==> src/swmm_pkg.sv <==
// shared constants and types for the sliding window min / max / mean block
// no dependencies
package swmm_pkg;
    localparam int WINDOW_DEPTH = 256;
    localparam int RING_SLOTS   = WINDOW_DEPTH + 1;
    localparam int POS_W        = $clog2(RING_SLOTS);
    localparam int CNT_W        = $clog2(RING_SLOTS + 1);
    localparam int SAMPLE_W     = 32;
    localparam int SUM_W        = 41;
    localparam int LEN_W        = 9;
    localparam int CFG_IDX_W    = 2;

    localparam logic [CFG_IDX_W-1:0] REG_ENABLE = 2'd0;
    localparam logic [CFG_IDX_W-1:0] REG_TRACK  = 2'd1;
    localparam logic [CFG_IDX_W-1:0] REG_LENGTH = 2'd2;

    localparam logic [LEN_W-1:0] LEN_RESET = 9'd200;

    typedef logic signed [SAMPLE_W-1:0] t_sample;
    typedef logic signed [SUM_W-1:0]    t_sum;
endpackage

==> src/swmm_cell.sv <==
// one storage cell of the sample chain, passes its sample on each shift
// depends on swmm_pkg
module swmm_cell (
    input  logic            i_clk,
    input  logic            i_shift,
    input  swmm_pkg::t_sample i_d,
    output swmm_pkg::t_sample o_q
);
    import swmm_pkg::*;

    t_sample r_q;

    always_ff @(posedge i_clk) begin
        if (i_shift) begin
            r_q <= i_d;
        end
    end

    assign o_q = r_q;
endmodule

==> config.mk <==
export PLATFORM = sky130hd
export DESIGN_NAME = swmm_cell
export DESIGN_NICKNAME = d
export VERILOG_FILES = /design/src/swmm_pkg.sv /design/src/swmm_cell.sv
export SDC_FILE = /design/constraint.sdc
export NUM_CORES = 1
export LEC_CHECK = 0
export BUFFER_PORTS_ARGS = -buffer_cell sky130_fd_sc_hd__buf_2
export CAP_MARGIN = 20
export CELL_PAD_IN_SITES_DETAIL_PLACEMENT = 1
export CELL_PAD_IN_SITES_GLOBAL_PLACEMENT = 2
export CORE_MARGIN = 3
export CORE_UTILIZATION = 29
export CTS_BUF_LIST = sky130_fd_sc_hd__clkbuf_8
export CTS_CLUSTER_DIAMETER = 80
export DETAILED_ROUTE_END_ITERATION = 8
export PLACE_DENSITY = 0.86
export SETUP_SLACK_MARGIN = 0.4
export SYNTH_ARGS = -nofsm -noshare
export SYNTH_HDL_FRONTEND = slang
export SYNTH_SLANG_ARGS = --single-unit
==> constraint.sdc <==
create_clock -name i_clk -period 0.8 [get_ports i_clk]
set_clock_uncertainty 0.05 [all_clocks]
set_input_delay 0 -clock i_clk [delete_from_list [all_inputs] [get_ports i_clk]]
set_output_delay 0 -clock i_clk [all_outputs]
set_load 0.02 [all_outputs]
After elaboration in Yosys (flattened, before gate mapping)
Cells that the tools add are included.

word-level totals
  flip-flop bits (word level) = 32
  input bits = 34
  logic and storage cells = 1

Logic depth before layout (Yosys ltp)
  depth after elaboration = 0
  depth in mapped cells = 0
  mapped depth without buffers = 0

Worst setup path after synthesis
OpenSTA, ideal clock, no wires.

  path type = reg-to-output
  start = register r_q[0], in the netlist o_q[0]
  end = output o_q[0]
  arrival time = 449 ps
  data required time = 750 ps
  setup slack = 301 ps
  cell stages (with the launch flop) = 1
  path buffers = 0
  path through = edfxtp_1

RTL lines
  what                      RTL line         text
  start: declaration        swmm_cell.sv:11  t_sample r_q;
  start signal: assignment  swmm_cell.sv:15  r_q <= i_d;
  end: declaration          swmm_cell.sv:7   output swmm_pkg::t_sample o_q

No word-level cell between the ends.

Worst setup path after layout
  start = register r_q[30], in the netlist o_q[30]
  end = output o_q[30]

No word-level cell between the ends.

==> summary.txt <==
Routing
  • Post-DRT Antenna Nets: 0
  • DRT iter0 DRCs: 35
  • DRT Wirelength: 2.147 mm
  • DRC violations left: 0
  • Vias per inst: 3.934
  • DRT Pass-1 Iters: 3
  • Drt wl/cell: 14.22 um
  • Via count: 594

Placed design
  • PortBufs: 65
  • GP Congestion: 0.6331
  • Placed cell count: 142

Critical path
  • Critical path class: flip-flop to primary output
  • Crit. End Element: primary output
  • Critical-path top delay cell: edfxtp_1
  • Critical Path Fanout Max: 1
  • Ordered list of cells on the worst path: buf_6
  • Largest delay share family, worst path: flip-flops
  • Crit path buf inv count: 1
  • CP peak stage delay: 0.41 ns
  • Critical Path RT: 0.75 ns
  • Critical Path Start Type: flip-flop
  • CP arrival: 0.83 ns

Pwr
  • Cell leakage power: 0.6811 nW
  • PwrDens: 2310 nW/um2
  • Max VDD drop: 0.0008003 V
  • Overall Power: 3.702 mW

Yosys
  • Area of the mapped netlist: 960.9 um2
  • Number of synthesized register bits: 32
  • Post-synthesis mux area share: 0%
  • Mapped Nets: 66
  • Syn Area/Cell: 30.03 um2
  • Simple-gate share of the synthesized area: 0%
  • Register area share after synthesis: 100.0%
  • Post-Synth Adder-Cell Area: 0%
  • Cell count after synthesis: 32
  • Synth Area in Compound Gates: 0%
  • Yosys cell types: 1
  • XOR/XNOR Fraction of Synth Area: 0%
  • Synth warn: 0

Timing
  • Post-Route Setup TNS: -1.541 ns
  • Finish-stage setup viols: 32
  • Worst setup margin: -0.07940 ns
  • Maximum clock frequency: 1.137 GHz
  • Least-Margin Pin Slew: 0.1029 ns
  • Final Cycle Share: 109.9%
  • Worst rel slew slack: 93.14%
  • Final min period: 0.8794 ns
  • Final hold vios: 32
  • RSZ-0062 raised after global routing: yes
  • Hold Worst Slack: -0.1552 ns
  • Slew Limit Fails: 0

Floorplan
  • Die Span Y: 63.57 um
  • Ports: 66
  • Number of cell rows: 20
  • Starting Density: 30.97%
  • Core area: 3103 um2
  • Die area: 4041 um2
  • Die width: 63.57 um

Flow run
  • Total of max-cap violations: 0

Finish
  • Share of cells above drive strength 1: 69.16%
  • Nets: 140
  • Fin util: 51.65%
  • Multi-input gates: 0
  • Multi-input gate area: 0 um2
  • Final Non-Filler Cells: 151
  • Ant. Diodes: 0
  • Synth-to-Final Area Change: 66.80%
  • Max FFs per register: 32

Clock tree
  • Num CTS Buffers: 5
  • Clock transition at the registers of the reported paths: 0.07 ns
  • TritonCTS clock tree: done
  • Setup bufs post-CTS: 0
  • H-tree levels: 2
  • Num Clock Sinks: 32
  • Root Buffer: clkbuf_8
  • Maximum clock path buffer count: 2

GRT
  • Largest net degree at the start of global routing: 33
  • Overall routing resource usage: 10.59%
  • Initial antenna violation count: 0
  • Remaining global-route overflow: 0
  • Vias in the first global route: 628
  • First-pass GRT wire length: 3.042 mm

Status
  • Violated checks: negative hold slack, negative setup slack
  • Outcome: finished with violations

Worst hold path
  • Worst Min Path Start: i_d[3]
  • Sink of the worst hold path: o_q[3]
  • Hold/Removal Path Class: input pin to flip-flop
  • Hold path depth: 1
[cells by family after synthesis]
group and after synthesis:
flip-flops 32
[per-layer routing]
metal	global-route usage, %	share of wire [%]	up-vias
li1	-	-	276
met1	11.24	40	270
met2	15.91	47	44
met3	6.417	12	4
met4	6.469	0.93	0
met5	0	0	-
[synthesized netlist by cell type, drive strengths merged]
cell    instances  area [um2]
edfxtp         32       960.9
[timing repair]
item	4_1_cts	5_1_grt
endpoints found under the setup margin	32	44
hold endpoints to repair	32	32
gates resized for setup	16	27
gates cloned	0	1
[through the flow]
step           setup slack [ns]  area [um2]
4_1_cts                -0.08436        1494
6_report               -0.07940        1603
2_1_floorplan            0.3005       960.9
3_5_place_dp             0.1207        1361
3_3_place_gp             0.1371        1361
5_1_grt                 -0.1219        1603
[cells in the final DEF, fill, tap and decap left out]
| cell type | synthesis | final |
|---|---|---|
| clkbuf_8 | 0 | 5 |
| edfxtp_1 | 32 | 32 |
| clkinv_2 | 0 | 2 |
| clkbuf_4 | 0 | 1 |
| clkinv_1 | 0 | 1 |
| buf_12 | 0 | 1 |
| clkbuf_16 | 0 | 1 |
| buf_6 | 0 | 21 |
| buf_2 | 0 | 43 |
[power by group]
| group | total (mW) | switching, mW | internal, mW |
|---|---|---|---|
| clock | 1.13 | 0.546 | 0.589 |
| sequential | 2.04 | 0.0495 | 1.99 |
| combinational | 0.522 | 0.266 | 0.256 |
[worst max path at each step]
stage / startpoint / endpoint / slack [ns] / cells past startpoint
floorplan: o_q[0] / o_q[0] / 0.30 / 0
global placement: i_shift / o_q[16] / 0.14 / 2
detailed placement: i_shift / o_q[3] / 0.12 / 2
CTS: o_q[31] / o_q[31] / -0.08 / 1
global route: o_q[31] / o_q[31] / -0.12 / 1
finish: o_q[30] / o_q[30] / -0.08 / 1
[layout make-up]
class                 count  area, um2
fill                    330       1500
clock inverter            3      13.76
sequential               32      960.9
timing repair buffer     67      504.2
clock buffer              5      68.82
tap                      44      55.05
Power figures use the tool's default switching activity.
